### src/hdl/jsd_pkg.sv
`default_nettype none

package jsd_pkg;

    // result kinds
    localparam logic [1:0] RK_CP  = 2'd0;
    localparam logic [1:0] RK_END = 2'd1;
    localparam logic [1:0] RK_ERR = 2'd2;

    // characters the decoder looks for
    localparam logic [7:0] CH_QUOTE  = 8'h22;
    localparam logic [7:0] CH_BSLASH = 8'h5C;
    localparam logic [7:0] CH_SLASH  = 8'h2F;
    localparam logic [7:0] CH_LOW_N  = 8'h6E;
    localparam logic [7:0] CH_LOW_R  = 8'h72;
    localparam logic [7:0] CH_LOW_T  = 8'h74;
    localparam logic [7:0] CH_LOW_B  = 8'h62;
    localparam logic [7:0] CH_LOW_F  = 8'h66;
    localparam logic [7:0] CH_LOW_U  = 8'h75;

    localparam logic [7:0] CTRL_LF  = 8'h0A;
    localparam logic [7:0] CTRL_CR  = 8'h0D;
    localparam logic [7:0] CTRL_TAB = 8'h09;
    localparam logic [7:0] CTRL_BS  = 8'h08;
    localparam logic [7:0] CTRL_FF  = 8'h0C;

    // surrogate prefixes on bits 15:10 of a \u value
    localparam logic [5:0] SURR_HIGH = 6'b110110;
    localparam logic [5:0] SURR_LOW  = 6'b110111;
    localparam logic [20:0] SUPP_BASE = 21'h10000;

    localparam int QUEUE_DEPTH = 4;
    localparam int QUEUE_AW    = $clog2(QUEUE_DEPTH);
    localparam int QUEUE_CW    = $clog2(QUEUE_DEPTH + 1);

    typedef enum logic [2:0] {
        MODE_IDLE   = 3'd0,
        MODE_BODY   = 3'd1,
        MODE_ESC    = 3'd2,
        MODE_HEX    = 3'd3,
        MODE_HIWAIT = 3'd4,
        MODE_HIESC  = 3'd5,
        MODE_HIHEX  = 3'd6,
        MODE_UTF8   = 3'd7
    } mode_t;

    typedef enum logic [3:0] {
        ACT_FAIL,
        ACT_OPEN,
        ACT_BODY,
        ACT_ESC,
        ACT_HEXSTEP,
        ACT_PLAIN,
        ACT_PAIR,
        ACT_HIESC,
        ACT_HIHEX,
        ACT_UTF8STEP
    } act_t;

    typedef struct packed {
        logic [1:0]  kind;
        logic [20:0] cp;
        logic        last;
    } result_t;

    typedef struct packed {
        logic [1:0] count;
        result_t    res0;
        result_t    res1;
    } step_t;

endpackage

`default_nettype wire

### src/hdl/jsd_in_if.sv
`default_nettype none

interface jsd_in_if;
    logic       valid;
    logic       ready;
    logic       kind;
    logic [7:0] data_byte;

    modport source (output valid, output kind, output data_byte, input ready);
    modport sink   (input valid, input kind, input data_byte, output ready);
endinterface

`default_nettype wire

### src/hdl/jsd_out_if.sv
`default_nettype none

interface jsd_out_if;
    logic        valid;
    logic        ready;
    logic [1:0]  result_kind;
    logic [20:0] code_point;
    logic        last;

    modport source (output valid, output result_kind, output code_point, output last,
                    input ready);
    modport sink   (input valid, input result_kind, input code_point, input last,
                    output ready);
endinterface

`default_nettype wire

### src/hdl/jsd_core.sv
`default_nettype none

module jsd_core (
    input  logic            clk,
    input  logic            rst_n,
    input  logic            commit,
    input  logic            kind,
    input  logic [7:0]      data_byte,
    output jsd_pkg::step_t  step
);

    jsd_pkg::mode_t mode_reg, mode_next;
    logic [1:0]  digit_count_reg, digit_count_next;
    logic [20:0] acc_reg, acc_next;
    logic [1:0]  bytes_left_reg, bytes_left_next;
    logic [7:0]  lead_byte_reg, lead_byte_next;
    logic [9:0]  pending_high_reg, pending_high_next;

    // byte classification
    logic        hex_ok;
    logic [3:0]  hex_digit;
    logic        esc_ok;
    logic [7:0]  esc_val;
    logic        is_lead2, is_lead3, is_lead4, is_cont;
    logic [15:0] acc16;
    logic [20:0] utf8_acc;
    logic [20:0] high_cp;
    logic [20:0] pair_cp;
    logic        pre_high, pre_lead;
    jsd_pkg::act_t act;

    logic        main_valid;
    logic [1:0]  main_kind;
    logic [20:0] main_cp;

    always_comb
    begin
        hex_ok    = 1'b1;
        hex_digit = data_byte[3:0];
        if (data_byte >= 8'h30 && data_byte <= 8'h39)
        begin
            hex_digit = data_byte[3:0];
        end
        else if ((data_byte >= 8'h61 && data_byte <= 8'h66) ||
                 (data_byte >= 8'h41 && data_byte <= 8'h46))
        begin
            hex_digit = data_byte[3:0] + 4'd9;
        end
        else
        begin
            hex_ok = 1'b0;
        end
    end

    always_comb
    begin
        esc_ok  = 1'b1;
        esc_val = data_byte;
        case (data_byte)
            jsd_pkg::CH_QUOTE:  esc_val = jsd_pkg::CH_QUOTE;
            jsd_pkg::CH_BSLASH: esc_val = jsd_pkg::CH_BSLASH;
            jsd_pkg::CH_SLASH:  esc_val = jsd_pkg::CH_SLASH;
            jsd_pkg::CH_LOW_N:  esc_val = jsd_pkg::CTRL_LF;
            jsd_pkg::CH_LOW_R:  esc_val = jsd_pkg::CTRL_CR;
            jsd_pkg::CH_LOW_T:  esc_val = jsd_pkg::CTRL_TAB;
            jsd_pkg::CH_LOW_B:  esc_val = jsd_pkg::CTRL_BS;
            jsd_pkg::CH_LOW_F:  esc_val = jsd_pkg::CTRL_FF;
            default:            esc_ok  = 1'b0;
        endcase
    end

    assign is_lead2 = (data_byte[7:5] == 3'b110);
    assign is_lead3 = (data_byte[7:4] == 4'b1110);
    assign is_lead4 = (data_byte[7:3] == 5'b11110);
    assign is_cont  = (data_byte[7:6] == 2'b10);
    assign acc16    = {acc_reg[11:0], hex_digit};
    assign utf8_acc = {acc_reg[14:0], data_byte[5:0]};
    assign high_cp  = {5'd0, jsd_pkg::SURR_HIGH, pending_high_reg};
    assign pair_cp  = jsd_pkg::SUPP_BASE + {1'b0, pending_high_reg, acc16[9:0]};

    // what this word does, and whether a held code point goes out first
    always_comb
    begin
        pre_high = 1'b0;
        pre_lead = 1'b0;
        act      = jsd_pkg::ACT_FAIL;
        if (kind)
        begin
            pre_high = (mode_reg == jsd_pkg::MODE_HIWAIT) ||
                       (mode_reg == jsd_pkg::MODE_HIESC) ||
                       (mode_reg == jsd_pkg::MODE_HIHEX);
            pre_lead = (mode_reg == jsd_pkg::MODE_UTF8);
            act      = jsd_pkg::ACT_FAIL;
        end
        else
        begin
            case (mode_reg)
                jsd_pkg::MODE_IDLE:
                begin
                    act = (data_byte == jsd_pkg::CH_QUOTE) ? jsd_pkg::ACT_OPEN
                                                           : jsd_pkg::ACT_FAIL;
                end
                jsd_pkg::MODE_BODY:
                begin
                    act = jsd_pkg::ACT_BODY;
                end
                jsd_pkg::MODE_ESC:
                begin
                    act = jsd_pkg::ACT_ESC;
                end
                jsd_pkg::MODE_HEX, jsd_pkg::MODE_HIHEX:
                begin
                    if (!hex_ok)
                    begin
                        pre_high = (mode_reg == jsd_pkg::MODE_HIHEX);
                        act      = jsd_pkg::ACT_FAIL;
                    end
                    else if (digit_count_reg != 2'd3)
                    begin
                        act = jsd_pkg::ACT_HEXSTEP;
                    end
                    else if (mode_reg == jsd_pkg::MODE_HEX)
                    begin
                        act = jsd_pkg::ACT_PLAIN;
                    end
                    else if (acc16[15:10] == jsd_pkg::SURR_LOW)
                    begin
                        act = jsd_pkg::ACT_PAIR;
                    end
                    else
                    begin
                        pre_high = 1'b1;
                        act      = jsd_pkg::ACT_PLAIN;
                    end
                end
                jsd_pkg::MODE_HIWAIT:
                begin
                    if (data_byte == jsd_pkg::CH_BSLASH)
                    begin
                        act = jsd_pkg::ACT_HIESC;
                    end
                    else
                    begin
                        pre_high = 1'b1;
                        act      = jsd_pkg::ACT_BODY;
                    end
                end
                jsd_pkg::MODE_HIESC:
                begin
                    if (data_byte == jsd_pkg::CH_LOW_U)
                    begin
                        act = jsd_pkg::ACT_HIHEX;
                    end
                    else
                    begin
                        pre_high = 1'b1;
                        act      = jsd_pkg::ACT_ESC;
                    end
                end
                jsd_pkg::MODE_UTF8:
                begin
                    if (!is_cont)
                    begin
                        pre_lead = 1'b1;
                        act      = jsd_pkg::ACT_BODY;
                    end
                    else
                    begin
                        act = jsd_pkg::ACT_UTF8STEP;
                    end
                end
                default:
                begin
                    act = jsd_pkg::ACT_FAIL;
                end
            endcase
        end
    end

    // next state
    always_comb
    begin
        mode_next         = mode_reg;
        digit_count_next  = digit_count_reg;
        acc_next          = acc_reg;
        bytes_left_next   = bytes_left_reg;
        lead_byte_next    = lead_byte_reg;
        pending_high_next = pending_high_reg;
        case (act)
            jsd_pkg::ACT_FAIL:
            begin
                mode_next         = jsd_pkg::MODE_IDLE;
                digit_count_next  = 2'd0;
                acc_next          = 21'd0;
                bytes_left_next   = 2'd0;
                lead_byte_next    = 8'd0;
                pending_high_next = 10'd0;
            end
            jsd_pkg::ACT_OPEN:
            begin
                mode_next = jsd_pkg::MODE_BODY;
            end
            jsd_pkg::ACT_BODY:
            begin
                mode_next = jsd_pkg::MODE_BODY;
                if (pre_lead)
                begin
                    acc_next        = 21'd0;
                    bytes_left_next = 2'd0;
                end
                if (data_byte == jsd_pkg::CH_QUOTE)
                begin
                    mode_next         = jsd_pkg::MODE_IDLE;
                    digit_count_next  = 2'd0;
                    acc_next          = 21'd0;
                    bytes_left_next   = 2'd0;
                    lead_byte_next    = 8'd0;
                    pending_high_next = 10'd0;
                end
                else if (data_byte == jsd_pkg::CH_BSLASH)
                begin
                    mode_next = jsd_pkg::MODE_ESC;
                end
                else if (is_lead2 || is_lead3 || is_lead4)
                begin
                    mode_next      = jsd_pkg::MODE_UTF8;
                    lead_byte_next = data_byte;
                    if (is_lead2)
                    begin
                        bytes_left_next = 2'd1;
                        acc_next        = {16'd0, data_byte[4:0]};
                    end
                    else if (is_lead3)
                    begin
                        bytes_left_next = 2'd2;
                        acc_next        = {17'd0, data_byte[3:0]};
                    end
                    else
                    begin
                        bytes_left_next = 2'd3;
                        acc_next        = {18'd0, data_byte[2:0]};
                    end
                end
            end
            jsd_pkg::ACT_ESC:
            begin
                if (data_byte == jsd_pkg::CH_LOW_U)
                begin
                    mode_next        = jsd_pkg::MODE_HEX;
                    digit_count_next = 2'd0;
                    acc_next         = 21'd0;
                end
                else if (esc_ok)
                begin
                    mode_next = jsd_pkg::MODE_BODY;
                end
                else
                begin
                    mode_next         = jsd_pkg::MODE_IDLE;
                    digit_count_next  = 2'd0;
                    acc_next          = 21'd0;
                    bytes_left_next   = 2'd0;
                    lead_byte_next    = 8'd0;
                    pending_high_next = 10'd0;
                end
            end
            jsd_pkg::ACT_HEXSTEP:
            begin
                acc_next         = {5'd0, acc16};
                digit_count_next = digit_count_reg + 2'd1;
            end
            jsd_pkg::ACT_PLAIN:
            begin
                acc_next         = 21'd0;
                digit_count_next = 2'd0;
                if (acc16[15:10] == jsd_pkg::SURR_HIGH)
                begin
                    pending_high_next = acc16[9:0];
                    mode_next         = jsd_pkg::MODE_HIWAIT;
                end
                else
                begin
                    mode_next = jsd_pkg::MODE_BODY;
                end
            end
            jsd_pkg::ACT_PAIR:
            begin
                mode_next        = jsd_pkg::MODE_BODY;
                acc_next         = 21'd0;
                digit_count_next = 2'd0;
            end
            jsd_pkg::ACT_HIESC:
            begin
                mode_next = jsd_pkg::MODE_HIESC;
            end
            jsd_pkg::ACT_HIHEX:
            begin
                mode_next        = jsd_pkg::MODE_HIHEX;
                digit_count_next = 2'd0;
                acc_next         = 21'd0;
            end
            jsd_pkg::ACT_UTF8STEP:
            begin
                bytes_left_next = bytes_left_reg - 2'd1;
                if (bytes_left_reg == 2'd1)
                begin
                    mode_next = jsd_pkg::MODE_BODY;
                    acc_next  = 21'd0;
                end
                else
                begin
                    acc_next = utf8_acc;
                end
            end
            default:
            begin
                mode_next = mode_reg;
            end
        endcase
    end

    // results of this word
    always_comb
    begin
        main_valid = 1'b0;
        main_kind  = jsd_pkg::RK_CP;
        main_cp    = 21'd0;
        case (act)
            jsd_pkg::ACT_FAIL:
            begin
                main_valid = 1'b1;
                main_kind  = jsd_pkg::RK_ERR;
            end
            jsd_pkg::ACT_BODY:
            begin
                if (data_byte == jsd_pkg::CH_QUOTE)
                begin
                    main_valid = 1'b1;
                    main_kind  = jsd_pkg::RK_END;
                end
                else if (!(data_byte == jsd_pkg::CH_BSLASH || is_lead2 || is_lead3 ||
                           is_lead4))
                begin
                    main_valid = 1'b1;
                    main_cp    = {13'd0, data_byte};
                end
            end
            jsd_pkg::ACT_ESC:
            begin
                if (data_byte != jsd_pkg::CH_LOW_U)
                begin
                    main_valid = 1'b1;
                    if (esc_ok)
                    begin
                        main_cp = {13'd0, esc_val};
                    end
                    else
                    begin
                        main_kind = jsd_pkg::RK_ERR;
                    end
                end
            end
            jsd_pkg::ACT_PLAIN:
            begin
                if (acc16[15:10] != jsd_pkg::SURR_HIGH)
                begin
                    main_valid = 1'b1;
                    main_cp    = {5'd0, acc16};
                end
            end
            jsd_pkg::ACT_PAIR:
            begin
                main_valid = 1'b1;
                main_cp    = pair_cp;
            end
            jsd_pkg::ACT_UTF8STEP:
            begin
                if (bytes_left_reg == 2'd1)
                begin
                    main_valid = 1'b1;
                    main_cp    = utf8_acc;
                end
            end
            default:
            begin
                main_valid = 1'b0;
            end
        endcase

        step = '0;
        if (pre_high || pre_lead)
        begin
            step.res0.kind = jsd_pkg::RK_CP;
            step.res0.cp   = pre_high ? high_cp : {13'd0, lead_byte_reg};
            step.res0.last = !main_valid;
            step.res1.kind = main_kind;
            step.res1.cp   = main_cp;
            step.res1.last = 1'b1;
            step.count     = main_valid ? 2'd2 : 2'd1;
        end
        else
        begin
            step.res0.kind = main_kind;
            step.res0.cp   = main_cp;
            step.res0.last = 1'b1;
            step.count     = main_valid ? 2'd1 : 2'd0;
        end
    end

    always_ff @(posedge clk or negedge rst_n)
    begin
        if (!rst_n)
        begin
            mode_reg         <= jsd_pkg::MODE_IDLE;
            digit_count_reg  <= 2'd0;
            acc_reg          <= 21'd0;
            bytes_left_reg   <= 2'd0;
            lead_byte_reg    <= 8'd0;
            pending_high_reg <= 10'd0;
        end
        else if (commit)
        begin
            mode_reg         <= mode_next;
            digit_count_reg  <= digit_count_next;
            acc_reg          <= acc_next;
            bytes_left_reg   <= bytes_left_next;
            lead_byte_reg    <= lead_byte_next;
            pending_high_reg <= pending_high_next;
        end
    end

    a_end_returns_idle: assert property (@(posedge clk) disable iff (!rst_n)
        commit && kind |=> mode_reg == jsd_pkg::MODE_IDLE)
        else $error("end of input did not return the decoder to idle");

    a_end_gives_error: assert property (@(posedge clk) disable iff (!rst_n)
        commit && kind |->
            (step.count == 2'd1 && step.res0.kind == jsd_pkg::RK_ERR) ||
            (step.count == 2'd2 && step.res1.kind == jsd_pkg::RK_ERR))
        else $error("end of input without a final error result");

    a_utf8_has_bytes_left: assert property (@(posedge clk) disable iff (!rst_n)
        mode_reg == jsd_pkg::MODE_UTF8 |-> bytes_left_reg != 2'd0)
        else $error("utf-8 sequence in progress with no continuation bytes left");

endmodule

`default_nettype wire

### src/hdl/jsd_queue.sv
`default_nettype none

module jsd_queue (
    input  logic            clk,
    input  logic            rst_n,
    input  logic            push,
    input  jsd_pkg::step_t  step,
    output logic            room,
    jsd_out_if.source       result
);

    jsd_pkg::result_t entry_reg [jsd_pkg::QUEUE_DEPTH];
    logic [jsd_pkg::QUEUE_AW-1:0] wr_ptr_reg, wr_ptr_next;
    logic [jsd_pkg::QUEUE_AW-1:0] rd_ptr_reg, rd_ptr_next;
    logic [jsd_pkg::QUEUE_CW-1:0] count_reg, count_next;
    logic [jsd_pkg::QUEUE_CW-1:0] push_n;
    logic pop;

    assign pop    = result.valid && result.ready;
    assign push_n = push ? jsd_pkg::QUEUE_CW'(step.count) : '0;
    assign room   = (count_reg <= jsd_pkg::QUEUE_CW'(jsd_pkg::QUEUE_DEPTH - 2));

    assign result.valid       = (count_reg != '0);
    assign result.result_kind = entry_reg[rd_ptr_reg].kind;
    assign result.code_point  = entry_reg[rd_ptr_reg].cp;
    assign result.last        = entry_reg[rd_ptr_reg].last;

    always_comb
    begin
        wr_ptr_next = wr_ptr_reg + jsd_pkg::QUEUE_AW'(push_n);
        rd_ptr_next = rd_ptr_reg + jsd_pkg::QUEUE_AW'(pop);
        count_next  = count_reg + push_n - jsd_pkg::QUEUE_CW'(pop);
    end

    always_ff @(posedge clk)
    begin
        if (push && step.count != 2'd0)
        begin
            entry_reg[wr_ptr_reg] <= step.res0;
        end
        if (push && step.count == 2'd2)
        begin
            entry_reg[wr_ptr_reg + jsd_pkg::QUEUE_AW'(1)] <= step.res1;
        end
    end

    always_ff @(posedge clk or negedge rst_n)
    begin
        if (!rst_n)
        begin
            wr_ptr_reg <= '0;
            rd_ptr_reg <= '0;
            count_reg  <= '0;
        end
        else
        begin
            wr_ptr_reg <= wr_ptr_next;
            rd_ptr_reg <= rd_ptr_next;
            count_reg  <= count_next;
        end
    end

    a_count_bound: assert property (@(posedge clk) disable iff (!rst_n)
        count_reg <= jsd_pkg::QUEUE_CW'(jsd_pkg::QUEUE_DEPTH))
        else $error("result queue overfilled");

    a_push_has_room: assert property (@(posedge clk) disable iff (!rst_n)
        push |-> count_reg <= jsd_pkg::QUEUE_CW'(jsd_pkg::QUEUE_DEPTH - 2))
        else $error("results pushed without room for two words");

    a_valid_held: assert property (@(posedge clk) disable iff (!rst_n)
        result.valid && !result.ready |=> result.valid)
        else $error("result word withdrawn while stalled");

endmodule

`default_nettype wire

### src/hdl/json_string_body_decoder_top.sv
// json string body decoder
//
// stream: one word per byte of a quoted string, opening quote first; kind 0
// carries data_byte, kind 1 marks end of input. result: decoded code points,
// an end word at the closing quote, or an error word; last marks the final
// word caused by one input word, which causes at most two.
//
// a word taken from stream sits in the input register, is decoded from
// there and its results enter a four-word queue; the first result is
// offered from the queue once the results have been written into it.
// throughput: one input word per cycle while each causes one result and
// result does not stall; words that cause two results are held back by the
// single queue read port.
// when result stalls, the queue fills; once fewer than two free queue slots
// remain the word in the input register waits and stream.ready drops.
// reset empties the queue and the input register and puts the decoder back
// outside a string, waiting for an opening quote.
`default_nettype none

module json_string_body_decoder_top (
    input  logic      clk,
    input  logic      rst_n,
    jsd_in_if.sink    stream,
    jsd_out_if.source result
);

    logic       in_valid_reg;
    logic       in_kind_reg;
    logic [7:0] in_byte_reg;
    logic       room;
    logic       commit;
    jsd_pkg::step_t step;

    assign commit       = in_valid_reg && room;
    assign stream.ready = !in_valid_reg || commit;

    always_ff @(posedge clk or negedge rst_n)
    begin
        if (!rst_n)
        begin
            in_valid_reg <= 1'b0;
        end
        else if (stream.ready)
        begin
            in_valid_reg <= stream.valid;
        end
    end

    always_ff @(posedge clk)
    begin
        if (stream.valid && stream.ready)
        begin
            in_kind_reg <= stream.kind;
            in_byte_reg <= stream.data_byte;
        end
    end

    jsd_core u_core (
        .clk       (clk),
        .rst_n     (rst_n),
        .commit    (commit),
        .kind      (in_kind_reg),
        .data_byte (in_byte_reg),
        .step      (step)
    );

    jsd_queue u_queue (
        .clk    (clk),
        .rst_n  (rst_n),
        .push   (commit),
        .step   (step),
        .room   (room),
        .result (result)
    );

endmodule

`default_nettype wire
### src/flat_wrapper.sv
// flat-port wrapper written by rule: the top's interface ports become plain ports
module json_string_body_decoder_top_flat 
  (clk, rst_n, stream_valid, stream_kind, stream_data_byte, stream_ready, result_valid, result_result_kind, result_code_point, result_last, result_ready);
  jsd_in_if stream_i ();
  jsd_out_if result_i ();
  input  logic clk;
  input  logic rst_n;
  input wire logic [$bits(stream_i.valid)-1:0] stream_valid;
  input wire logic [$bits(stream_i.kind)-1:0] stream_kind;
  input wire logic [$bits(stream_i.data_byte)-1:0] stream_data_byte;
  output wire logic [$bits(stream_i.ready)-1:0] stream_ready;
  output wire logic [$bits(result_i.valid)-1:0] result_valid;
  output wire logic [$bits(result_i.result_kind)-1:0] result_result_kind;
  output wire logic [$bits(result_i.code_point)-1:0] result_code_point;
  output wire logic [$bits(result_i.last)-1:0] result_last;
  input wire logic [$bits(result_i.ready)-1:0] result_ready;
  assign stream_i.valid = stream_valid;
  assign stream_i.kind = stream_kind;
  assign stream_i.data_byte = stream_data_byte;
  assign stream_ready = stream_i.ready;
  assign result_valid = result_i.valid;
  assign result_result_kind = result_i.result_kind;
  assign result_code_point = result_i.code_point;
  assign result_last = result_i.last;
  assign result_i.ready = result_ready;
  json_string_body_decoder_top u_core (.clk(clk), .rst_n(rst_n), .stream(stream_i), .result(result_i));
endmodule
### config.mk
export PLATFORM = sky130hd
export DESIGN_NAME = json_string_body_decoder_top_flat
export DESIGN_NICKNAME = d
export VERILOG_FILES = /design/src/hdl/jsd_pkg.sv /design/src/hdl/jsd_in_if.sv /design/src/hdl/jsd_out_if.sv /design/src/hdl/jsd_core.sv /design/src/hdl/jsd_queue.sv /design/src/hdl/json_string_body_decoder_top.sv /design/src/flat_wrapper.sv
export SDC_FILE = /design/constraint.sdc
export NUM_CORES = 1
export LEC_CHECK = 0
export BUFFER_PORTS_ARGS = -buffer_cell sky130_fd_sc_hd__buf_2
export CORE_MARGIN = 8
export CORE_UTILIZATION = 40
export DETAILED_ROUTE_END_ITERATION = 7
export PLACE_DENSITY = 0.6
export SLEW_MARGIN = 20
export SYNTH_ARGS = -nofsm -noshare
export SYNTH_HDL_FRONTEND = slang
export SYNTH_HIERARCHICAL = 1
export SYNTH_SLANG_ARGS = --single-unit
### constraint.sdc
create_clock -name clk -period 8.4 [get_ports clk]
set_input_delay 0 -clock clk [delete_from_list [all_inputs] [get_ports clk]]
set_output_delay 0 -clock clk [all_outputs]
set_load 0.02 [all_outputs]
==> results of run 1 <==
[worst max-delay path, delay by kind of cell, from the launching register on]
| kind | cells | cell delay [ns] |
|---|---|---|
| muxes | 2 | 0.81 |
| and+or+nand+nor | 6 | 2.46 |
| buffers and inverters | 2 | 0.60 |
| AOI/OAI and AO/OA | 2 | 0.71 |
| adders and majority gates | 2 | 0.67 |
| DFF | 1 | 0.53 |
[worst max path at each step]
stage | from | to | slack, ns | depth (start not counted)
2_1_floorplan | u_core/in_byte_reg[0] | u_core/u_queue/entry_reg[1][0] | 3.46 | 13
3_3_place_gp | u_core/in_byte_reg[0] | u_core/u_queue/entry_reg[2][11] | 2.68 | 14
3_5_place_dp | u_core/in_byte_reg[0] | u_core/u_queue/entry_reg[2][5] | 2.44 | 14
4_1_cts | u_core/in_byte_reg[0] | u_core/u_queue/entry_reg[2][2] | 2.42 | 14
5_1_grt | u_core/in_byte_reg[0] | u_core/u_queue/entry_reg[2][2] | 2.19 | 14
6_report | u_core/in_byte_reg[0] | u_core/u_queue/entry_reg[2][5] | 2.36 | 14
[cell type report]
cell class / count / area share
clock inverter: 15 / 0.0194
clock buffer: 17 / 0.0409
inverter: 33 / 0.0119
sequential: 153 / 0.418
multi-input combinational: 544 / 0.434
tap: 285 / 0.0343
timing repair buffer: 66 / 0.0414
[synth_stat cells, types with 3 or more instances]
cell / count
sky130_fd_sc_hd__buf_6: 3
sky130_fd_sc_hd__o21a_1: 3
sky130_fd_sc_hd__nand3_1: 12
sky130_fd_sc_hd__buf_4: 5
sky130_fd_sc_hd__nand2b_1: 5
sky130_fd_sc_hd__inv_1: 33
sky130_fd_sc_hd__o21ai_0: 32
sky130_fd_sc_hd__a21o_1: 3
sky130_fd_sc_hd__mux2_2: 87
sky130_fd_sc_hd__ha_1: 12
sky130_fd_sc_hd__a211oi_1: 7
sky130_fd_sc_hd__o221ai_1: 3
sky130_fd_sc_hd__and3_1: 6
sky130_fd_sc_hd__buf_1: 3
sky130_fd_sc_hd__or3_1: 3
sky130_fd_sc_hd__or2_2: 4
sky130_fd_sc_hd__o31ai_1: 7
sky130_fd_sc_hd__nor2_1: 50
sky130_fd_sc_hd__a222oi_1: 4
sky130_fd_sc_hd__a22oi_1: 22
sky130_fd_sc_hd__nand2_1: 68
sky130_fd_sc_hd__clkbuf_1: 22
sky130_fd_sc_hd__dfrtp_1: 48
sky130_fd_sc_hd__o32ai_1: 3
sky130_fd_sc_hd__mux2_4: 20
sky130_fd_sc_hd__o21ai_1: 3
sky130_fd_sc_hd__mux4_2: 24
sky130_fd_sc_hd__nand4_1: 5
sky130_fd_sc_hd__o22ai_1: 13
sky130_fd_sc_hd__xnor2_1: 6
sky130_fd_sc_hd__and2_1: 10
sky130_fd_sc_hd__nor4_1: 3
sky130_fd_sc_hd__o21bai_1: 3
sky130_fd_sc_hd__xor2_1: 4
sky130_fd_sc_hd__a31oi_1: 7
sky130_fd_sc_hd__nor3_1: 12
sky130_fd_sc_hd__edfxtp_1: 105
sky130_fd_sc_hd__a21oi_1: 26
sky130_fd_sc_hd__mux2i_1: 10
sky130_fd_sc_hd__buf_2: 17
sky130_fd_sc_hd__o211ai_1: 4
[kinds of logic (layout without fill, tap and decap cells)]
logic type               Yosys count  after routing  synth area share
buffers and inverters             85            131            0.0448
XOR/XNOR                          10             10           0.00948
AO/OA/AOI/OAI                    172            172             0.134
adder cells (fa/ha/maj)           13             13            0.0184
multiplexers                     143            143             0.210
flip-flops                       153            153             0.471
other                              1              5          0.000406
AND/OR/NAND/NOR                  201            201             0.111
[layer usage]
layer / wire (um) / up-vias / track usage / share of wire
met2: 11800 / 289 / 0.290 / 0.47
met4: 526 / 0 / 0.0559 / 0.021
met5: 0 / - / 0 / 0
li1: - / 3058 / - / -
met3: 1600 / 44 / 0.0377 / 0.065
met1: 10900 / 3312 / 0.234 / 0.44
[repair_timing]
item	4_1_cts	5_1_grt
gates resized for setup	0	0
hold buffers	12	0
endpoints found under the hold margin	60	0
endpoints found under the setup margin	0	0
[metrics by stage]
stage / cell area, um^2 / hold WS (ns) / instances
final: 10400 / 0.226 / 1113
after global routing: 10400 / 0.266 / 1113
after detailed placement: 9660 / 0.163 / 1069
after global placement: 9660 / 0.165 / 1069
after CTS: 10400 / 0.240 / 1113
after floorplan: 9260 / -0.296 / 782
[power groups by stage]
stage	Sequential, uW	Combinational (uW)	Clock [uW]
CTS	1070	786	832
finish	1060	776	817
floorplan	994	620	0
detailed placement	1080	780	0
global placement	1080	775	0
global route	1090	844	857
==> impl_metrics.tcl, run 1 <==
set metrics [dict create \
    numCtsBuffers 17 \
    drt-pass1-iter-count 6 \
    avgViaCountPerCell 6.02 \
    antenna_found_initial 0 \
    sequentialPowerShare 0.401 \
    power.leakage_uw 0.00391 \
    worst-r2r-setup-slack_ns 2.36 \
    final-seq-area_um2 4360 \
    floorplan.rows 55 \
    min_period_ns 6.04 \
    cts.htree.levels 4 \
    max_reg_flops 96 \
    clockPowerShare 0.308 \
    grt_pass1_vias 6821 \
    timing.final.crit_share 0.719 \
    dieWidth_um 168 \
    critPathKind "flop to flop" \
    tritoncts_clock_tree "done" \
    top_library_cells_by_usage_in_the_layout_fill_and_taps_aside "sky130_fd_sc_hd__edfxtp_1 (105), sky130_fd_sc_hd__mux2_2 (87), sky130_fd_sc_hd__nand2_1 (68)" \
    synthDominantAreaCellType "sky130_fd_sc_hd__edfxtp_1" \
    n_fill_cell 2055 \
    end_kind "flop" \
    postCtsSetupBuffers 0 \
    arrival_ns 6.22 \
    async_flop_share 0.314 \
    grt_start_max_net_pins 49 \
    route.final.wire_length_mm 24.8 \
    worst_pin_slew_ns 1.03 \
    reg2reg_to "u_core/u_queue/entry_reg[2][5]" \
    logic_pwr_share 0.292 \
    critical_path.slowest_cell "sky130_fd_sc_hd__nor2_2" \
    r2r_start "u_core/in_byte_reg[0]" \
    cp_cell_instances "inv_1 -> ha_1 -> or3b_1 -> and3_1 -> o2111a_1 -> o211ai_2 -> mux2_2 -> nor2_1 -> or4_1 -> ha_1 -> nand3b_1 -> nor2_2 -> buf_4 -> mux2_2" \
    timing_hold_violations_final 0 \
    synth_cell_type_count 89 \
    cp-start-kind "flop" \
    antennaDiodeCount 0 \
    clock_insertion_delay_worst_skew_ns 0.43 \
    synth.yosys.seq_area_share 0.471 \
    die_h_um 168 \
    fin_setup_tns_ns 0 \
    synth-edff-count 105 \
    gp_congestion 0.916 \
    maxSlewViolCount 0 \
    syn_area_um2 9240 \
    power_switching_share 0.351 \
    final_nets 841 \
    drt_first_iter_violations 690 \
    drv_cap 0 \
    drc_errors 0 \
    power.ir.vdd_worst_v 0.000134 \
    clock.fmax_mhz 166 \
    netSwitchingPower_uw 934 \
    cell_types_with_the_largest_area_share_after_synthesis "sky130_fd_sc_hd__edfxtp_1 (34%), sky130_fd_sc_hd__dfrtp_1 (13%), sky130_fd_sc_hd__mux2_2 (11%)" \
    path_max_fanout 13 \
    ctsRootBufferMaster "sky130_fd_sc_hd__clkbuf_16" \
    cts_num_sinks 153 \
    postRouteAntennaNets 0 \
    synthDominantCellAreaShare 0.341 \
    multi_input_logic_area_um2 4510 \
    final-setup-viol-count 0 \
    worst_slack_ns 2.36 \
    placeableCoreArea_um2 22600 \
    clkTransAtPathRegs_ns 0.07 \
    clock-skew-final_ns 0.0105 \
    power-per-cell-area_nw_per_um2 255 \
    hp-class "primary input to asynchronous set/reset pin" \
    routed_wire_length_per_instance_um 22.3 \
    global_route_wire_length_before_repair_mm 39.5 \
    die_area_um2 28200 \
    areaGrowthSynthToFinish_pct 12.6 \
    post-route-util 0.460 \
    outcome "completed" \
    critical_path_required_ns 8.58 \
    slew_headroom 0.309 \
    postSynthCellCount 778 \
    worst_r2r_path_depth 14 \
    num_vias 6703 \
    layout-drive-gt1-share 0.293 \
    yosysWarningCount 6 \
    floorplan.initialDensity 0.408 \
    clock_path_buffers 2 \
    post-place-ws_ns 2.44 \
    synth_seq_cells 153 \
    boundaryPins 39 \
    groute.usage.overall 0.178 \
    total_power_uw 2660 \
    worst_path_largest_cell_delay_ns 0.60 \
    io_buffer_count 38 \
    setup_repair_after_global_routing_missed_its_margin "no" \
    globalRouteOverflowTotal 0 \
    hpwlAfterDp_mm 16.8 \
    dominantRegCellSynth "sky130_fd_sc_hd__edfxtp_1" \
    cellInternalPower_uw 1720 \
    layout_commonest_cell "sky130_fd_sc_hd__edfxtp_1" \
    postSynthAreaPerCell_um2 11.9 \
]
Note: power is estimated with default switching activity, not from simulation.
==> inputs of run 2 (changes only) <==
--- a/config.mk
+++ b/config.mk
@@ -9,7 +9,7 @@
 export CORE_MARGIN = 8
 export CORE_UTILIZATION = 40
 export DETAILED_ROUTE_END_ITERATION = 7
-export PLACE_DENSITY = 0.6
+export PLACE_DENSITY = 0.62
 export SLEW_MARGIN = 20
 export SYNTH_ARGS = -nofsm -noshare
 export SYNTH_HDL_FRONTEND = slang
==> constraint.sdc (replaced) <==
create_clock -name clk -period 4.85 [get_ports clk]
set_input_delay 0 -clock clk [delete_from_list [all_inputs] [get_ports clk]]
set_output_delay 0 -clock clk [all_outputs]
set_load 0.02 [all_outputs]
==> run 2 against run 1 <==
Sequential power up 70%. Setup slack worse by 2.1 ns. Fmax up 31%. First-iteration DRC count down 8.8%. Largest cell class unchanged. Worst hold slack worse by 0.017 ns. Flip-flop and latch count unchanged. Clock power up 63%. Via count up 1.5%. Critical path depth down 1. Die area unchanged. Critical endpoint is now u_core/u_queue/entry_reg[1][5].
==> impl_metrics.tcl, run 2 (synthesized netlist as in run 1, its figures left out) <==
set metrics [dict create \
    boundaryPins 39 \
    areaGrowthSynthToFinish_pct 15.8 \
    hp-class "primary input to asynchronous set/reset pin" \
    global_route_wire_length_before_repair_mm 38.8 \
    clock_insertion_delay_worst_skew_ns 0.43 \
    clockPowerShare 0.292 \
    grt_start_max_net_pins 49 \
    floorplan.rows 55 \
    min_period_ns 4.60 \
    logic_pwr_share 0.314 \
    num_vias 6804 \
    clock-skew-final_ns 0.0174 \
    post-route-util 0.473 \
    ctsRootBufferMaster "sky130_fd_sc_hd__clkbuf_16" \
    worst-r2r-setup-slack_ns 0.25 \
    end_kind "flop" \
    hpwlAfterDp_mm 16.8 \
    power.leakage_uw 0.00407 \
    maxSlewViolCount 0 \
    final_nets 873 \
    path_max_fanout 24 \
    sequentialPowerShare 0.395 \
    antennaDiodeCount 0 \
    avgViaCountPerCell 5.94 \
    post-place-ws_ns -0.0106 \
    cts.htree.levels 4 \
    cp-start-kind "flop" \
    numCtsBuffers 17 \
    grt_pass1_vias 6771 \
    outcome "completed" \
    globalRouteOverflowTotal 0 \
    n_fill_cell 2034 \
    worst_pin_slew_ns 0.931 \
    tritoncts_clock_tree "done" \
    timing.final.crit_share 0.949 \
    drt-pass1-iter-count 6 \
    r2r_start "u_core/in_byte_reg[0]" \
    route.final.wire_length_mm 24.7 \
    worst_slack_ns 0.247 \
    critical_path_required_ns 5.03 \
    cts_num_sinks 153 \
    arrival_ns 4.78 \
    reg2reg_to "u_core/u_queue/entry_reg[1][5]" \
    power_switching_share 0.357 \
    die_area_um2 28200 \
    layout_commonest_cell "sky130_fd_sc_hd__edfxtp_1" \
    max_reg_flops 96 \
    power.ir.vdd_worst_v 0.000235 \
    top_library_cells_by_usage_in_the_layout_fill_and_taps_aside "sky130_fd_sc_hd__edfxtp_1 (105), sky130_fd_sc_hd__mux2_2 (87), sky130_fd_sc_hd__nand2_1 (68)" \
    gp_congestion 0.943 \
    placeableCoreArea_um2 22600 \
    worst_r2r_path_depth 13 \
    die_h_um 168 \
    layout-drive-gt1-share 0.324 \
    clock.fmax_mhz 217 \
    groute.usage.overall 0.175 \
    netSwitchingPower_uw 1630 \
    floorplan.initialDensity 0.408 \
    clkTransAtPathRegs_ns 0.07 \
    power-per-cell-area_nw_per_um2 427 \
    cellInternalPower_uw 2940 \
    drt_first_iter_violations 629 \
    antenna_found_initial 0 \
    routed_wire_length_per_instance_um 21.6 \
    timing_hold_violations_final 0 \
    postRouteAntennaNets 0 \
    setup_repair_after_global_routing_missed_its_margin "no" \
    slew_headroom 0.379 \
    critPathKind "flop to flop" \
    drv_cap 0 \
    drc_errors 0 \
    final-setup-viol-count 0 \
    dieWidth_um 168 \
    io_buffer_count 38 \
    clock_path_buffers 2 \
]
run 2: layout make-up:
cell class | instances | area [um^2] | share of cell area
Multi-Input combinational cell | 544 | 4530 | 0.423
Timing Repair Buffer | 98 | 733 | 0.0685
Tap cell | 285 | 357 | 0.0333
Inverter | 33 | 124 | 0.0116
Sequential cell | 153 | 4360 | 0.407
Clock buffer | 17 | 425 | 0.0397
Clock inverter | 15 | 184 | 0.0172
run 2: repair_timing:
item	CTS	global route
cloned	0	0
setup endpoints to repair	25	42
endpoints found under the hold margin	59	0
buffers inserted	0	2
pin swaps	0	2
hold buffers	12	0
gates resized for setup	2	4
run 2: power groups by stage:
| stage | registers [uW] | clock network (uW) | logic [uW] |
|---|---|---|---|
| finish | 1800 | 1330 | 1430 |
| detailed placement | 1840 | 0 | 1440 |
| global placement | 1830 | 0 | 1430 |
| CTS | 1810 | 1360 | 1450 |
| floorplan | 1720 | 0 | 1070 |
| global route | 1840 | 1410 | 1550 |
run 2: worst max path at each step:
stage                     startpoint                         endpoint  cells after the start
2_1_floorplan  u_core/in_byte_reg[0]   u_core/u_queue/entry_reg[1][0]                     13
3_3_place_gp   u_core/in_byte_reg[0]  u_core/u_queue/entry_reg[1][10]                     13
3_5_place_dp   u_core/in_byte_reg[0]  u_core/u_queue/entry_reg[1][16]                     12
4_1_cts        u_core/in_byte_reg[0]      u_core/u_queue/count_reg[2]                     16
5_1_grt        u_core/in_byte_reg[0]      u_core/u_queue/count_reg[2]                     16
6_report       u_core/in_byte_reg[0]   u_core/u_queue/entry_reg[1][5]                     13
run 2: critical path, stage by stage, from the launching register on:
cell and delay, ns:
sky130_fd_sc_hd__edfxtp_1 0.43, sky130_fd_sc_hd__inv_1 0.12, sky130_fd_sc_hd__ha_2 0.24, sky130_fd_sc_hd__o21bai_1 0.11, sky130_fd_sc_hd__a2111oi_2 0.39, sky130_fd_sc_hd__buf_4 0.18
sky130_fd_sc_hd__o2111a_1 0.24, sky130_fd_sc_hd__o211ai_2 0.16, sky130_fd_sc_hd__mux2_2 0.35, sky130_fd_sc_hd__nor2_1 0.07, sky130_fd_sc_hd__or4_1 0.59, sky130_fd_sc_hd__ha_4 0.28
sky130_fd_sc_hd__or4b_4 0.78, sky130_fd_sc_hd__mux2_4 0.38
run 2: routing by layer:
metal | share of wire | global-route usage
met5 | 0 | 0
met4 | 0.024 | 0.0617
met3 | 0.061 | 0.0351
met2 | 0.48 | 0.285
met1 | 0.44 | 0.230
run 2: through the flow:
stage	cells	hold slack [ns]	cell area, um^2	total power, uW	setup TNS [ns]
6_report	1145	0.209	10700	4570	0
5_1_grt	1145	0.265	10700	4790	0
4_1_cts	1143	0.241	10700	4620	0
3_5_place_dp	1099	0.175	9940	3270	-0.0235
3_3_place_gp	1099	0.174	9940	3250	0
2_1_floorplan	782	-0.296	9260	2790	-4.44
